## config.mk

```make
export PLATFORM = sky130hd
export DESIGN_NAME = positional_list_engine_unit_flat
export DESIGN_NICKNAME = d
export VERILOG_FILES = /design/src/hw/rtl/ple_pkg.sv /design/src/hw/rtl/ple_if.sv /design/src/hw/rtl/positional_list_engine_unit.sv /design/src/hw/rtl/ple_ram.sv /design/src/hw/rtl/ple_datapath.sv /design/src/hw/rtl/ple_ctrl.sv /design/src/flat_wrapper.sv
export VERILOG_INCLUDE_DIRS = /design/src /design/src/hw/rtl
export SDC_FILE = /design/constraint.sdc
export NUM_CORES = 2
export LEC_CHECK = 0
export BUFFER_PORTS_ARGS = -buffer_cell sky130_fd_sc_hd__buf_2
export CAP_MARGIN = 40
export CORE_UTILIZATION = 55
export DETAILED_ROUTE_END_ITERATION = 8
export PLACE_DENSITY_LB_ADDON = 0.3
export SLEW_MARGIN = 20
export SYNTH_ARGS = -nofsm -noshare
export SYNTH_HDL_FRONTEND = slang
export SYNTH_HIERARCHICAL = 1
export SYNTH_SLANG_ARGS = --single-unit
```

## constraint.sdc

```tcl
create_clock -name clock -period 7.3 [get_ports clock]
set_input_delay 1.46 -clock clock [delete_from_list [all_inputs] [get_ports clock]]
set_output_delay 1.46 -clock clock [all_outputs]
set_load 0.1 [all_outputs]
```

## src/hw/rtl/positional_list_engine_unit_defines.svh

```systemverilog
// Assertion macros shared by the positional list engine RTL.
// Included by the controller and datapath; depends on nothing else.
`ifndef POSITIONAL_LIST_ENGINE_UNIT_DEFINES_SVH
`define POSITIONAL_LIST_ENGINE_UNIT_DEFINES_SVH

// The consequent must hold in the same cycle as the antecedent.
`define PLE_ASSERT_NOW(label, clk, rst, ante, cons, msg) \
   label: assert property (@(posedge clk) disable iff (rst) (ante) |-> (cons)) \
      else $error(msg);

// The consequent must hold in the cycle after the antecedent.
`define PLE_ASSERT_NEXT(label, clk, rst, ante, cons, msg) \
   label: assert property (@(posedge clk) disable iff (rst) (ante) |=> (cons)) \
      else $error(msg);

`endif

```

## src/hw/rtl/ple_pkg.sv

```systemverilog
// Package for the positional list engine: field widths, operation and status codes,
// controller states and the command and status bundles between controller and datapath.
// Depends on nothing.
`timescale 1ns / 1ps
`default_nettype none

package ple_pkg;

   localparam int unsigned DEPTH_DEFAULT = 64;

   localparam int unsigned FUNC_W   = 3;
   localparam int unsigned VALUE_W  = 32;
   localparam int unsigned POS_W    = 7;
   localparam int unsigned STATUS_W = 2;
   localparam int unsigned CAP_W    = 7;

   localparam logic [CAP_W-1:0] CAPACITY_RESET = 7'd64;

   // Register file: one word at byte address 0.
   localparam int unsigned CSR_ADDR_W = 3;
   localparam int unsigned CSR_DATA_W = 32;
   localparam logic [CSR_ADDR_W-3:0] CSR_IDX_CAPACITY = 1'b0;

   typedef enum logic [FUNC_W-1:0] {
      FUNC_APPEND,
      FUNC_PREPEND,
      FUNC_INSERT,
      FUNC_READ,
      FUNC_FIND,
      FUNC_MODIFY,
      FUNC_REMOVE_POS,
      FUNC_REMOVE_VAL
   } func_type;

   typedef enum logic [STATUS_W-1:0] {
      STATUS_OK,
      STATUS_FULL,
      STATUS_BAD_POS,
      STATUS_NOT_FOUND
   } status_type;

   typedef enum logic [3:0] {
      ST_IDLE,
      ST_DECODE,
      ST_RD_DATA,
      ST_SCAN_RD,
      ST_SCAN_CMP,
      ST_UP_RD,
      ST_UP_WR,
      ST_UP_FILL,
      ST_DN_RD,
      ST_DN_WR,
      ST_DONE
   } state_type;

   typedef enum logic [2:0] {
      IDX_HOLD,
      IDX_COUNT,
      IDX_ZERO,
      IDX_POS,
      IDX_INC,
      IDX_DEC
   } idx_op_type;

   typedef enum logic [1:0] {
      LOW_COUNT,
      LOW_ZERO,
      LOW_POS
   } low_sel_type;

   typedef enum logic [1:0] {
      RD_POS,
      RD_IDX,
      RD_IDX_M1,
      RD_IDX_P1
   } rd_sel_type;

   typedef enum logic [1:0] {
      WR_LOW_VAL,
      WR_POS_VAL,
      WR_IDX_RDATA
   } wr_sel_type;

   typedef struct packed {
      logic        load;
      logic        status_we;
      status_type  status_val;
      idx_op_type  idx_op;
      logic        low_we;
      low_sel_type low_sel;
      logic        rd_en;
      rd_sel_type  rd_sel;
      logic        wr_en;
      wr_sel_type  wr_sel;
      logic        cnt_inc;
      logic        cnt_dec;
      logic        rval_rd_we;
      logic        rval_val_we;
      logic        fpos_pos_we;
      logic        fpos_idx_we;
      logic        out_load;
   } cmd_type;

   typedef struct packed {
      func_type func;
      logic     full;
      logic     pos_ok;
      logic     cnt_zero;
      logic     idx_m1_eq_low;
      logic     idx_last;
      logic     hit;
      logic     out_free;
   } sts_type;

endpackage

`default_nettype wire

```

## src/hw/rtl/ple_if.sv

```systemverilog
// Valid/ready channel interfaces for the request and response items of the list engine.
// Depends on ple_pkg for the field widths.
`timescale 1ns / 1ps
`default_nettype none

interface ple_req_if import ple_pkg::*; ();
   logic                      valid;
   logic                      ready;
   logic [FUNC_W-1:0]         func;
   logic signed [VALUE_W-1:0] item_value;
   logic [POS_W-1:0]          item_position;

   modport source (output valid, func, item_value, item_position, input ready);
   modport sink   (input valid, func, item_value, item_position, output ready);
endinterface

interface ple_rsp_if import ple_pkg::*; ();
   logic                      valid;
   logic                      ready;
   logic [STATUS_W-1:0]       status;
   logic signed [VALUE_W-1:0] read_value;
   logic [POS_W-1:0]          found_position;
   logic [POS_W-1:0]          entry_count;
   logic                      is_full;
   logic                      is_empty;

   modport source (output valid, status, read_value, found_position, entry_count, is_full,
                   is_empty, input ready);
   modport sink   (input valid, status, read_value, found_position, entry_count, is_full,
                   is_empty, output ready);
endinterface

`default_nettype wire

```

## src/hw/rtl/positional_list_engine_unit.sv

```systemverilog
// Top level of the positional list engine: register port, controller and datapath.
// Depends on ple_pkg, ple_if, ple_ctrl, ple_datapath and ple_ram.
`timescale 1ns / 1ps
`default_nettype none

// The positional list engine keeps an ordered list of signed 32-bit values addressed by
// 1-based position, up to the smaller of the capacity register and DEPTH entries. It
// handles one request item at a time and returns exactly one response item for each,
// carrying a status, the value and position read or removed, the count afterwards and the
// full and empty flags. The entries live in a single RAM with one write port and one
// registered read port, so every entry that moves or is compared is first read and then
// written or tested. Insert and prepend move up every entry from the given position (the
// first for prepend) to the end; remove at a position moves every later entry down; find
// and remove by value scan from the first entry up to the first match, and remove by
// value then moves every later entry down. The response sits in an output register, so a
// new request is taken while the previous response still waits; the engine stalls only
// when a second response is ready before the first was taken. Entries need no clearing
// after reset, and the capacity register may be written only while the engine is idle.
module positional_list_engine_unit import ple_pkg::*; #(
   parameter int unsigned DEPTH = DEPTH_DEFAULT
) (
   input  logic                  clock,
   input  logic                  reset,
   ple_req_if.sink               req_chan,
   ple_rsp_if.source             rsp_chan,
   input  logic                  psel,
   input  logic                  penable,
   input  logic                  pwrite,
   input  logic [CSR_ADDR_W-1:0] paddr,
   input  logic [CSR_DATA_W-1:0] pwdata,
   output logic [CSR_DATA_W-1:0] prdata,
   output logic                  pready
);

   // The capacity register. Only the word index of the address is decoded, and a
   // write lands in the access cycle of the transfer.
   logic [CAP_W-1:0]      capacity_ff, capacity_in;
   logic [CSR_ADDR_W-3:0] csr_index;
   logic                  csr_write;

   assign csr_index = paddr[CSR_ADDR_W-1:2];
   assign csr_write = psel && penable && pwrite;
   assign pready    = 1'b1;

   always_comb begin
      capacity_in = capacity_ff;
      if (csr_write && (csr_index == CSR_IDX_CAPACITY)) begin
         capacity_in = pwdata[CAP_W-1:0];
      end
   end

   always_ff @(posedge clock) begin
      if (reset) begin
         capacity_ff <= CAPACITY_RESET;
      end else begin
         capacity_ff <= capacity_in;
      end
   end

   // Reads of an unmapped word return zero.
   always_comb begin
      if (csr_index == CSR_IDX_CAPACITY) begin
         prdata = CSR_DATA_W'(capacity_ff);
      end else begin
         prdata = '0;
      end
   end

   // The controller sequences each request; the datapath holds the count, the working
   // index, the entry RAM and the response register.
   cmd_type cmd;
   sts_type sts;

   ple_ctrl u_ctrl (
      .clock     (clock),
      .reset     (reset),
      .req_valid (req_chan.valid),
      .req_ready (req_chan.ready),
      .sts       (sts),
      .cmd       (cmd)
   );

   ple_datapath #(
      .DEPTH (DEPTH)
   ) u_datapath (
      .clock              (clock),
      .reset              (reset),
      .cmd                (cmd),
      .sts                (sts),
      .capacity           (capacity_ff),
      .req_func           (req_chan.func),
      .req_item_value     (req_chan.item_value),
      .req_item_position  (req_chan.item_position),
      .rsp_ready          (rsp_chan.ready),
      .rsp_valid          (rsp_chan.valid),
      .rsp_status         (rsp_chan.status),
      .rsp_read_value     (rsp_chan.read_value),
      .rsp_found_position (rsp_chan.found_position),
      .rsp_entry_count    (rsp_chan.entry_count),
      .rsp_is_full        (rsp_chan.is_full),
      .rsp_is_empty       (rsp_chan.is_empty)
   );

endmodule

`default_nettype wire

```

## src/hw/rtl/ple_ram.sv

```systemverilog
// Generic single-write, single-read RAM with a registered read port.
// Depends on nothing.
`timescale 1ns / 1ps
`default_nettype none

module ple_ram #(
   parameter int unsigned WIDTH = 32,
   parameter int unsigned DEPTH = 64
) (
   input  logic                     clock,
   input  logic                     wr_en,
   input  logic [$clog2(DEPTH)-1:0] wr_addr,
   input  logic [WIDTH-1:0]         wr_data,
   input  logic                     rd_en,
   input  logic [$clog2(DEPTH)-1:0] rd_addr,
   output logic [WIDTH-1:0]         rd_data
);

   logic [WIDTH-1:0] mem_ff [DEPTH];
   logic [WIDTH-1:0] rd_data_ff;

   always_ff @(posedge clock) begin
      if (wr_en) begin
         mem_ff[wr_addr] <= wr_data;
      end
      if (rd_en) begin
         rd_data_ff <= mem_ff[rd_addr];
      end
   end

   assign rd_data = rd_data_ff;

endmodule

`default_nettype wire

```

## src/hw/rtl/ple_datapath.sv

```systemverilog
// Datapath of the list engine: item registers, count and index, entry RAM and result register.
// Depends on ple_pkg, ple_ram and the assertion macro header.
`timescale 1ns / 1ps
`default_nettype none
`include "positional_list_engine_unit_defines.svh"

module ple_datapath import ple_pkg::*; #(
   parameter int unsigned DEPTH = DEPTH_DEFAULT
) (
   input  logic                      clock,
   input  logic                      reset,
   input  cmd_type                   cmd,
   output sts_type                   sts,
   input  logic [CAP_W-1:0]          capacity,
   input  logic [FUNC_W-1:0]         req_func,
   input  logic signed [VALUE_W-1:0] req_item_value,
   input  logic [POS_W-1:0]          req_item_position,
   input  logic                      rsp_ready,
   output logic                      rsp_valid,
   output logic [STATUS_W-1:0]       rsp_status,
   output logic signed [VALUE_W-1:0] rsp_read_value,
   output logic [POS_W-1:0]          rsp_found_position,
   output logic [POS_W-1:0]          rsp_entry_count,
   output logic                      rsp_is_full,
   output logic                      rsp_is_empty
);

   localparam int unsigned AW    = $clog2(DEPTH);
   localparam int unsigned CNT_W = $clog2(DEPTH + 1);
   localparam int unsigned MAX_A = (CNT_W > POS_W) ? CNT_W : POS_W;
   localparam int unsigned CMP_W = (MAX_A > CAP_W) ? MAX_A : CAP_W;

   // Item registers.
   func_type            func_ff;
   logic [VALUE_W-1:0]  value_ff;
   logic [POS_W-1:0]    pos_ff;

   // Working registers.
   logic [CNT_W-1:0]    count_ff, count_in;
   logic [CNT_W-1:0]    idx_ff, idx_in;
   logic [CNT_W-1:0]    low_ff, low_in;
   status_type          status_ff, status_in;
   logic [VALUE_W-1:0]  rval_ff, rval_in;
   logic [POS_W-1:0]    fpos_ff, fpos_in;

   // Result register.
   logic                rsp_valid_ff, rsp_valid_in;
   status_type          rsp_status_ff;
   logic [VALUE_W-1:0]  rsp_rval_ff;
   logic [POS_W-1:0]    rsp_fpos_ff;
   logic [POS_W-1:0]    rsp_count_ff;
   logic                rsp_full_ff;
   logic                rsp_empty_ff;

   logic [CMP_W-1:0]    pos_ext, pos_m1, count_ext, cap_ext, eff_cap, idx_p1_ext;
   logic [CNT_W-1:0]    idx_m1, idx_p1;
   logic                full;

   logic                ram_wr_en;
   logic [AW-1:0]       ram_wr_addr;
   logic [VALUE_W-1:0]  ram_wr_data;
   logic [AW-1:0]       ram_rd_addr;
   logic [VALUE_W-1:0]  ram_rd_data;

   assign pos_ext    = CMP_W'(pos_ff);
   assign pos_m1     = pos_ext - CMP_W'(1);
   assign count_ext  = CMP_W'(count_ff);
   assign cap_ext    = CMP_W'(capacity);
   assign eff_cap    = (cap_ext > CMP_W'(DEPTH)) ? CMP_W'(DEPTH) : cap_ext;
   assign full       = count_ext >= eff_cap;
   assign idx_m1     = idx_ff - CNT_W'(1);
   assign idx_p1     = idx_ff + CNT_W'(1);
   assign idx_p1_ext = CMP_W'(idx_p1);

   always_comb begin
      sts.func          = func_ff;
      sts.full          = full;
      sts.pos_ok        = (pos_ext != '0) && (pos_ext <= count_ext);
      sts.cnt_zero      = (count_ff == '0);
      sts.idx_m1_eq_low = (idx_m1 == low_ff);
      sts.idx_last      = (idx_p1 == count_ff);
      sts.hit           = (ram_rd_data == value_ff);
      sts.out_free      = !rsp_valid_ff || rsp_ready;
   end

   // RAM addressing.
   always_comb begin
      case (cmd.rd_sel)
         RD_POS:    ram_rd_addr = pos_m1[AW-1:0];
         RD_IDX:    ram_rd_addr = idx_ff[AW-1:0];
         RD_IDX_M1: ram_rd_addr = idx_m1[AW-1:0];
         RD_IDX_P1: ram_rd_addr = idx_p1[AW-1:0];
         default:   ram_rd_addr = idx_ff[AW-1:0];
      endcase
      ram_wr_en = cmd.wr_en;
      case (cmd.wr_sel)
         WR_LOW_VAL: begin
            ram_wr_addr = low_ff[AW-1:0];
            ram_wr_data = value_ff;
         end
         WR_POS_VAL: begin
            ram_wr_addr = pos_m1[AW-1:0];
            ram_wr_data = value_ff;
         end
         WR_IDX_RDATA: begin
            ram_wr_addr = idx_ff[AW-1:0];
            ram_wr_data = ram_rd_data;
         end
         default: begin
            ram_wr_addr = idx_ff[AW-1:0];
            ram_wr_data = ram_rd_data;
         end
      endcase
   end

   ple_ram #(
      .WIDTH (VALUE_W),
      .DEPTH (DEPTH)
   ) u_ram (
      .clock   (clock),
      .wr_en   (ram_wr_en),
      .wr_addr (ram_wr_addr),
      .wr_data (ram_wr_data),
      .rd_en   (cmd.rd_en),
      .rd_addr (ram_rd_addr),
      .rd_data (ram_rd_data)
   );

   // Next values of the working registers.
   always_comb begin
      case (cmd.idx_op)
         IDX_HOLD:  idx_in = idx_ff;
         IDX_COUNT: idx_in = count_ff;
         IDX_ZERO:  idx_in = '0;
         IDX_POS:   idx_in = pos_m1[CNT_W-1:0];
         IDX_INC:   idx_in = idx_p1;
         IDX_DEC:   idx_in = idx_m1;
         default:   idx_in = idx_ff;
      endcase

      low_in = low_ff;
      if (cmd.low_we) begin
         case (cmd.low_sel)
            LOW_COUNT: low_in = count_ff;
            LOW_ZERO:  low_in = '0;
            LOW_POS:   low_in = pos_m1[CNT_W-1:0];
            default:   low_in = count_ff;
         endcase
      end

      if (cmd.cnt_inc) begin
         count_in = count_ff + CNT_W'(1);
      end else if (cmd.cnt_dec) begin
         count_in = count_ff - CNT_W'(1);
      end else begin
         count_in = count_ff;
      end

      if (cmd.load) begin
         status_in = STATUS_OK;
      end else if (cmd.status_we) begin
         status_in = cmd.status_val;
      end else begin
         status_in = status_ff;
      end

      if (cmd.load) begin
         rval_in = '0;
      end else if (cmd.rval_rd_we) begin
         rval_in = ram_rd_data;
      end else if (cmd.rval_val_we) begin
         rval_in = value_ff;
      end else begin
         rval_in = rval_ff;
      end

      if (cmd.load) begin
         fpos_in = '0;
      end else if (cmd.fpos_pos_we) begin
         fpos_in = pos_ff;
      end else if (cmd.fpos_idx_we) begin
         fpos_in = idx_p1_ext[POS_W-1:0];
      end else begin
         fpos_in = fpos_ff;
      end

      if (cmd.out_load) begin
         rsp_valid_in = 1'b1;
      end else if (rsp_ready) begin
         rsp_valid_in = 1'b0;
      end else begin
         rsp_valid_in = rsp_valid_ff;
      end
   end

   always_ff @(posedge clock) begin
      if (reset) begin
         count_ff     <= '0;
         rsp_valid_ff <= 1'b0;
      end else begin
         count_ff     <= count_in;
         rsp_valid_ff <= rsp_valid_in;
      end
   end

   always_ff @(posedge clock) begin
      if (cmd.load) begin
         func_ff  <= func_type'(req_func);
         value_ff <= req_item_value;
         pos_ff   <= req_item_position;
      end
      idx_ff    <= idx_in;
      low_ff    <= low_in;
      status_ff <= status_in;
      rval_ff   <= rval_in;
      fpos_ff   <= fpos_in;
      if (cmd.out_load) begin
         rsp_status_ff <= status_ff;
         rsp_rval_ff   <= rval_ff;
         rsp_fpos_ff   <= fpos_ff;
         rsp_count_ff  <= count_ext[POS_W-1:0];
         rsp_full_ff   <= full;
         rsp_empty_ff  <= (count_ff == '0);
      end
   end

   assign rsp_valid          = rsp_valid_ff;
   assign rsp_status         = rsp_status_ff;
   assign rsp_read_value     = rsp_rval_ff;
   assign rsp_found_position = rsp_fpos_ff;
   assign rsp_entry_count    = rsp_count_ff;
   assign rsp_is_full        = rsp_full_ff;
   assign rsp_is_empty       = rsp_empty_ff;

   `PLE_ASSERT_NOW(a_count_bound, clock, reset, 1'b1, count_ext <= CMP_W'(DEPTH), "count beyond depth")
   `PLE_ASSERT_NOW(a_inc_not_full, clock, reset, cmd.cnt_inc, !full, "insert into a full list")
   `PLE_ASSERT_NEXT(a_count_step, clock, reset, 1'b1, (count_ff == $past(count_ff)) || (count_ff == $past(count_ff) + CNT_W'(1)) || (count_ff == $past(count_ff) - CNT_W'(1)), "count moved by more than one")

endmodule

`default_nettype wire

```

## src/hw/rtl/ple_ctrl.sv

```systemverilog
// Controller state machine of the list engine: sequences decode, scans and entry shifts.
// Depends on ple_pkg and the assertion macro header.
`timescale 1ns / 1ps
`default_nettype none
`include "positional_list_engine_unit_defines.svh"

module ple_ctrl import ple_pkg::*; (
   input  logic    clock,
   input  logic    reset,
   input  logic    req_valid,
   output logic    req_ready,
   input  sts_type sts,
   output cmd_type cmd
);

   state_type state_ff, state_in;

   always_ff @(posedge clock) begin
      if (reset) begin
         state_ff <= ST_IDLE;
      end else begin
         state_ff <= state_in;
      end
   end

   always_comb begin
      state_in  = state_ff;
      cmd       = '0;
      req_ready = 1'b0;

      case (state_ff)
         ST_IDLE: begin
            req_ready = 1'b1;
            if (req_valid) begin
               cmd.load = 1'b1;
               state_in = ST_DECODE;
            end
         end

         ST_DECODE: begin
            case (sts.func)
               FUNC_APPEND, FUNC_PREPEND, FUNC_INSERT: begin
                  if (sts.full) begin
                     cmd.status_we  = 1'b1;
                     cmd.status_val = STATUS_FULL;
                     state_in       = ST_DONE;
                  end else if ((sts.func == FUNC_INSERT) && !sts.pos_ok) begin
                     cmd.status_we  = 1'b1;
                     cmd.status_val = STATUS_BAD_POS;
                     state_in       = ST_DONE;
                  end else begin
                     cmd.idx_op = IDX_COUNT;
                     cmd.low_we = 1'b1;
                     if (sts.func == FUNC_APPEND) begin
                        cmd.low_sel = LOW_COUNT;
                        state_in    = ST_UP_FILL;
                     end else if (sts.func == FUNC_PREPEND) begin
                        cmd.low_sel = LOW_ZERO;
                        state_in    = sts.cnt_zero ? ST_UP_FILL : ST_UP_RD;
                     end else begin
                        cmd.low_sel = LOW_POS;
                        state_in    = ST_UP_RD;
                     end
                  end
               end
               FUNC_READ, FUNC_REMOVE_POS: begin
                  if (!sts.pos_ok) begin
                     cmd.status_we  = 1'b1;
                     cmd.status_val = STATUS_BAD_POS;
                     state_in       = ST_DONE;
                  end else begin
                     cmd.rd_en  = 1'b1;
                     cmd.rd_sel = RD_POS;
                     state_in   = ST_RD_DATA;
                  end
               end
               FUNC_MODIFY: begin
                  if (!sts.pos_ok) begin
                     cmd.status_we  = 1'b1;
                     cmd.status_val = STATUS_BAD_POS;
                  end else begin
                     cmd.wr_en  = 1'b1;
                     cmd.wr_sel = WR_POS_VAL;
                  end
                  state_in = ST_DONE;
               end
               FUNC_FIND, FUNC_REMOVE_VAL: begin
                  cmd.status_we  = 1'b1;
                  cmd.status_val = STATUS_NOT_FOUND;
                  cmd.idx_op     = IDX_ZERO;
                  state_in       = sts.cnt_zero ? ST_DONE : ST_SCAN_RD;
               end
               default: begin
                  state_in = ST_DONE;
               end
            endcase
         end

         ST_RD_DATA: begin
            cmd.rval_rd_we  = 1'b1;
            cmd.fpos_pos_we = 1'b1;
            if (sts.func == FUNC_REMOVE_POS) begin
               cmd.idx_op = IDX_POS;
               state_in   = ST_DN_RD;
            end else begin
               state_in = ST_DONE;
            end
         end

         ST_SCAN_RD: begin
            cmd.rd_en  = 1'b1;
            cmd.rd_sel = RD_IDX;
            state_in   = ST_SCAN_CMP;
         end

         ST_SCAN_CMP: begin
            if (sts.hit) begin
               cmd.status_we   = 1'b1;
               cmd.status_val  = STATUS_OK;
               cmd.fpos_idx_we = 1'b1;
               if (sts.func == FUNC_REMOVE_VAL) begin
                  cmd.rval_val_we = 1'b1;
                  state_in        = ST_DN_RD;
               end else begin
                  state_in = ST_DONE;
               end
            end else if (sts.idx_last) begin
               state_in = ST_DONE;
            end else begin
               cmd.idx_op = IDX_INC;
               state_in   = ST_SCAN_RD;
            end
         end

         ST_UP_RD: begin
            cmd.rd_en  = 1'b1;
            cmd.rd_sel = RD_IDX_M1;
            state_in   = ST_UP_WR;
         end

         ST_UP_WR: begin
            cmd.wr_en  = 1'b1;
            cmd.wr_sel = WR_IDX_RDATA;
            if (sts.idx_m1_eq_low) begin
               state_in = ST_UP_FILL;
            end else begin
               cmd.idx_op = IDX_DEC;
               state_in   = ST_UP_RD;
            end
         end

         ST_UP_FILL: begin
            cmd.wr_en   = 1'b1;
            cmd.wr_sel  = WR_LOW_VAL;
            cmd.cnt_inc = 1'b1;
            state_in    = ST_DONE;
         end

         ST_DN_RD: begin
            if (sts.idx_last) begin
               cmd.cnt_dec = 1'b1;
               state_in    = ST_DONE;
            end else begin
               cmd.rd_en  = 1'b1;
               cmd.rd_sel = RD_IDX_P1;
               state_in   = ST_DN_WR;
            end
         end

         ST_DN_WR: begin
            cmd.wr_en  = 1'b1;
            cmd.wr_sel = WR_IDX_RDATA;
            cmd.idx_op = IDX_INC;
            state_in   = ST_DN_RD;
         end

         ST_DONE: begin
            if (sts.out_free) begin
               cmd.out_load = 1'b1;
               state_in     = ST_IDLE;
            end
         end

         default: begin
            state_in = ST_IDLE;
         end
      endcase
   end

   `PLE_ASSERT_NEXT(a_accept_decodes, clock, reset, req_valid && req_ready, state_ff == ST_DECODE, "accepted item not decoded")
   `PLE_ASSERT_NOW(a_out_slot_free, clock, reset, cmd.out_load, sts.out_free, "result overwrites a pending result")

endmodule

`default_nettype wire

```

## src/flat_wrapper.sv

```systemverilog
// flat-port wrapper written by rule: the top's interface ports become plain ports
module positional_list_engine_unit_flat import ple_pkg::*;
#(
   parameter int unsigned DEPTH = DEPTH_DEFAULT
)
  (clock, reset, psel, penable, pwrite, paddr, pwdata, prdata, pready, req_chan_valid, req_chan_func, req_chan_item_value, req_chan_item_position, req_chan_ready, rsp_chan_valid, rsp_chan_status, rsp_chan_read_value, rsp_chan_found_position, rsp_chan_entry_count, rsp_chan_is_full, rsp_chan_is_empty, rsp_chan_ready);
  ple_req_if req_chan_i ();
  ple_rsp_if rsp_chan_i ();
  input  logic clock;
  input  logic reset;
  input  logic psel;
  input  logic penable;
  input  logic pwrite;
  input  logic [CSR_ADDR_W-1:0] paddr;
  input  logic [CSR_DATA_W-1:0] pwdata;
  output logic [CSR_DATA_W-1:0] prdata;
  output logic pready;
  input wire logic [$bits(req_chan_i.valid)-1:0] req_chan_valid;
  input wire logic [$bits(req_chan_i.func)-1:0] req_chan_func;
  input wire logic [$bits(req_chan_i.item_value)-1:0] req_chan_item_value;
  input wire logic [$bits(req_chan_i.item_position)-1:0] req_chan_item_position;
  output wire logic [$bits(req_chan_i.ready)-1:0] req_chan_ready;
  output wire logic [$bits(rsp_chan_i.valid)-1:0] rsp_chan_valid;
  output wire logic [$bits(rsp_chan_i.status)-1:0] rsp_chan_status;
  output wire logic [$bits(rsp_chan_i.read_value)-1:0] rsp_chan_read_value;
  output wire logic [$bits(rsp_chan_i.found_position)-1:0] rsp_chan_found_position;
  output wire logic [$bits(rsp_chan_i.entry_count)-1:0] rsp_chan_entry_count;
  output wire logic [$bits(rsp_chan_i.is_full)-1:0] rsp_chan_is_full;
  output wire logic [$bits(rsp_chan_i.is_empty)-1:0] rsp_chan_is_empty;
  input wire logic [$bits(rsp_chan_i.ready)-1:0] rsp_chan_ready;
  assign req_chan_i.valid = req_chan_valid;
  assign req_chan_i.func = req_chan_func;
  assign req_chan_i.item_value = req_chan_item_value;
  assign req_chan_i.item_position = req_chan_item_position;
  assign req_chan_ready = req_chan_i.ready;
  assign rsp_chan_valid = rsp_chan_i.valid;
  assign rsp_chan_status = rsp_chan_i.status;
  assign rsp_chan_read_value = rsp_chan_i.read_value;
  assign rsp_chan_found_position = rsp_chan_i.found_position;
  assign rsp_chan_entry_count = rsp_chan_i.entry_count;
  assign rsp_chan_is_full = rsp_chan_i.is_full;
  assign rsp_chan_is_empty = rsp_chan_i.is_empty;
  assign rsp_chan_i.ready = rsp_chan_ready;
  positional_list_engine_unit #(.DEPTH(DEPTH)) u_core (.clock(clock), .reset(reset), .req_chan(req_chan_i), .rsp_chan(rsp_chan_i), .psel(psel), .penable(penable), .pwrite(pwrite), .paddr(paddr), .pwdata(pwdata), .prdata(prdata), .pready(pready));
endmodule
```

==> summary.md <==
| Metric | Value |
|---|---|
| Status | finished, final reports clean |
| Initial drt markers | a little over 6k |
| Layout Cells excl Fill | 6895 |
| Synth cell types | 82 |
| Final #Nets | around 4.8k |
| Longest Clk Path Bufs | 3 |
| Critical path's most frequent cell | buf_12 |
| Area of the core | about 0.16 mm^2 |
| Port Buf Inserts | 115 |
| CTS root buffer | clkbuf_16 |
| Largest net degree at the start of global routing | 65 |
| Drt pass-1 iters | 6 |
| CP delay by family, top | compound AO/OA/AOI/OAI gates |
| Cts repair resizes | 0 |
| Clk_lat worst skew | 850 ps |
| Cts hold-fix bufs | 0 |
| Count leader, synth | edfxtp_1 |
| Area added between synthesis and finish | 13.50% |
| R2r setup slk | 990 ps |
| CP Launch Type | register |
| FP Rows | between 100 and 150 |
| Final hold vios | 0 |
| Mapped Cells | 4267 |
| Antenna Nets Post-Route | 0 |
| Total CTS buffers | ~210 |
| Vias/cell | 6.478 |
| Hold WS | roughly 430 ps |
| Worst slew pin tran | between 1000 and 1500 ps |
| Chip width | about 400 um |
| Number of max-cap violations | 0 |
| Mean post-synth cell area | 20.61 um^2 |
| Initial Util | between 50% and 60% |
| Synth warnings | 6 |
| Cell Area, Placed | slightly above 0.09 mm^2 |
| Reg-to-Reg End | u_core/u_datapath/u_ram/rd_data[9]$_DFFE_PP_ |
| Crit path kind | reg -> reg |
| CP Depth | 17 |
| Tcrit/Tclk final | ~86% |
| Share of layout cells above drive strength 1 | between 20% and 30% |
| Synthesized area | a little under 0.09 mm^2 |
| DIE HEIGHT | roughly 400 um |
| Initial antenna violation count | 7 |
| #FFs+latches synth | 2246 |
| Setup violations, final | 0 |
| Required time of the worst setup path | between 7000 and 8000 ps |
| Synth top area cells | edfxtp_1 (75%), mux4_2 (13%), dfxtp_1 (1.4%), mux2i_1 (1.0%), nor2_1 (0.93%) |
| CTS clock-pin slew for the worst setup and hold paths | 60 ps |
| Worst path bufs/invs | 4 |
| Worst-case reg-to-reg path depth | 17 |
| Worst-path cell chain | ha_1 -> and3_1 -> and3_4 -> xnor2_1 -> o221ai_1 -> nor4_1 -> or3_1 -> a21oi_1 -> buf_4 -> nor2_1 -> a221oi_4 -> buf_12 -> buf_12 -> buf_12 -> mux4_2 -> a221oi_1 -> a221oi_2 |
| Leakage | between 30 and 40 nW |
| Top FF cell, synth | edfxtp_1 |
| Worst setup EP type | register |
| RR Startpoint | u_core/u_datapath/idx_ff[1]$_DFFE_PP_ |
| GP Congestion | between 0.9 and 1 |
| Count of pins over their slew limit | 0 |
| Worst setup startpoint | u_core/u_datapath/idx_ff[1]$_DFFE_PP_ |
| HP Class | reg -> reg |
| Filler Cell Count | ~10k |
| Final TNS setup | 0 ps |
| Clock Skews | ~41 ps |
| I/O pin total | ~170 |
| CP Data Arrival Time | 6850 ps |
| Critical-path top delay cell | a221oi_1 |
| Detailed Route WL | 215800 um |
| # H-tree levels | 4 |
| Post-synth EDFFs | 2186 |
| Worst vdd ir | 383.6 uV |
| Post-synth top cells | edfxtp_1 (2186), mux4_2 (500), nor2_1 (217) |
| P per Cell Area | between 400 and 500 mW/mm^2 |
| Total Routing Usage GR | 26.82% |
| Post-Layout Inst Area | 0.09984 mm^2 |
| RSZ-0062 raised after global routing | no |
| Post-CTS Setup Inserts | 0 |
| Fmax | roughly 0.16 GHz |
| Top cell type's share of synthesized area | ~75% |
| DR vias | 44.67k |
| Post-DP HPWL | about 120000 um |
| Async SR Flop Fraction | 0% |
| DRC violations left | 0 |
| Die ar. | 0.1615 mm^2 |
| WL per Instance | 31.29 um |
| Placed Instances | ~6.5k |
| TritonCTS sink count | around 2.2k |
| Max stage delay on crit path | ~900 ps |
| Crit path to | u_core/u_datapath/u_ram/rd_data[9]$_DFFE_PP_ |
| CP Max Fanout | 31 |
| Area leader, netlist | edfxtp_1 |
| Relative slew margins | between 20 and 30% |
| Sequential area share after synthesis | 75.99% |
| CTS tree | built |
| Period minus WS final | around 6300 ps |
| GR Overflow Total | 0 |
| First-pass GRT wire length | 309400 um |
| Vias in the first global route | roughly 44k |
worst register-to-register path: stages, from the launching register on:
cell      delay, ps
edfxtp_1        530
ha_1            320
and3_1          360
and3_4          250
xnor2_1         120
o221ai_1        250
nor4_1          140
or3_1           360
a21oi_1         530
buf_4           280
nor2_1           80
a221oi_4        300
buf_12          230
buf_12          290
buf_12          310
mux4_2          570
a221oi_1        920
a221oi_2        190
per-layer routing:
| layer | routed length [um] | part of all wire, % | vias to the layer above | GRT usage [%] |
|---|---|---|---|---|
| li1 | - | - | 18430 | - |
| met1 | 82530 | 38 | 23380 | 38.13 |
| met2 | 101600 | 47 | 2542 | 41.64 |
| met3 | 24310 | 11 | 318 | 6.025 |
| met4 | 7257 | 3.4 | 4 | 8.832 |
| met5 | 25 | 0.012 | - | 0 |
per-stage QoR:
step           util (%)  worst slack, ps  total power [mW]
6_report          62.96            994.2             47.34
5_1_grt           62.96            762.9             48.86
4_1_cts           62.92             1040             47.27
3_5_place_dp      58.58             1053             36.39
3_3_place_gp      58.48            826.0             36.03
2_1_floorplan         -             1563             28.47
cell families after synthesis:
group           share of synthesized area, %
mux                                    14.62
simple gates                           2.687
flops                                  75.99
compound gates                         3.758
xor+xnor                              0.7141
other cells                         0.008538
fa+ha+maj                             0.3641
buf+inv                                1.859
cell usage in the layout (no fill, tap or decap), types with 9 or more instances in the layout:
cell        count
xnor2_1        25
clkinvlp_4     12
o21ai_0        47
clkinv_1       48
nand2_1        93
nand2b_1       35
nor2_4         66
clkbuf_1       34
buf_12         33
a22oi_1        53
bufinv_16      22
inv_1          30
mux2_2         55
clkinv_2       46
ha_1           24
dfxtp_1        60
buf_2         117
mux4_2        500
xor2_1         43
a21oi_1       115
clkbuf_16     212
a22o_1         35
nand4_1         9
edfxtp_1     2186
nor2b_1        17
nor3_1         13
mux2i_1        92
o221ai_1       20
nand3_1        23
a211oi_1       32
conb_1         26
nor2_1        153
buf_4         250
o22ai_1        85
a221oi_1       48
nor4_1         15
cell type report:
class | instances | area [um^2] | area share, %
sequential | 2246 | 66840 | 66.95
clock buffer | 247 | 5446 | 5.455
clock inverter | 146 | 1435 | 1.437
tap | 2072 | 2592 | 2.597
timing repair buffer | 404 | 3221 | 3.226
inverter | 30 | 112.6 | 0.1128
multi-input combinational | 1749 | 20180 | 20.22
antenna | 1 | 2.502 | 0.002506
sequential cells by signal, summed over array words and instances (netlist names), 32 cells and up:
signal	flops
u_core/u_datapath/u_ram/mem_ff	2048
u_core/u_datapath/rsp_read_value	32
u_core/u_datapath/rval_ff	32
u_core/u_datapath/u_ram/rd_data	32
u_core/u_datapath/value_ff	32
report_power, final:
part	internal, mW	leakage [nW]	switching, mW
sequential	15.9	20.2	0.437
clock	6.13	3.35	4.73
combinational	7.97	8.31	12.1
total	30.0	31.8	17.3
worst min-delay path by stage:
| stage | to | cells after the start | from |
|---|---|---|---|
| floorplan | u_core/u_datapath/rsp_found_position[1]$_DFFE_PP_ | 0 | u_core/u_datapath/fpos_ff[1]$_SDFFE_PP0P_ |
| global placement | u_core/u_datapath/rsp_read_value[27]$_DFFE_PP_ | 0 | u_core/u_datapath/rval_ff[27]$_SDFFE_PP0P_ |
| detailed placement | u_core/u_datapath/rsp_read_value[14]$_DFFE_PP_ | 0 | u_core/u_datapath/rval_ff[14]$_SDFFE_PP0P_ |
| CTS | u_core/u_datapath/rsp_read_value[6]$_DFFE_PP_ | 0 | u_core/u_datapath/rval_ff[6]$_SDFFE_PP0P_ |
| global route | u_core/u_datapath/rsp_read_value[6]$_DFFE_PP_ | 0 | u_core/u_datapath/rval_ff[6]$_SDFFE_PP0P_ |
| finish | u_core/u_datapath/rsp_read_value[6]$_DFFE_PP_ | 0 | u_core/u_datapath/rval_ff[6]$_SDFFE_PP0P_ |
No activity file was read; power rests on OpenSTA's default activity.
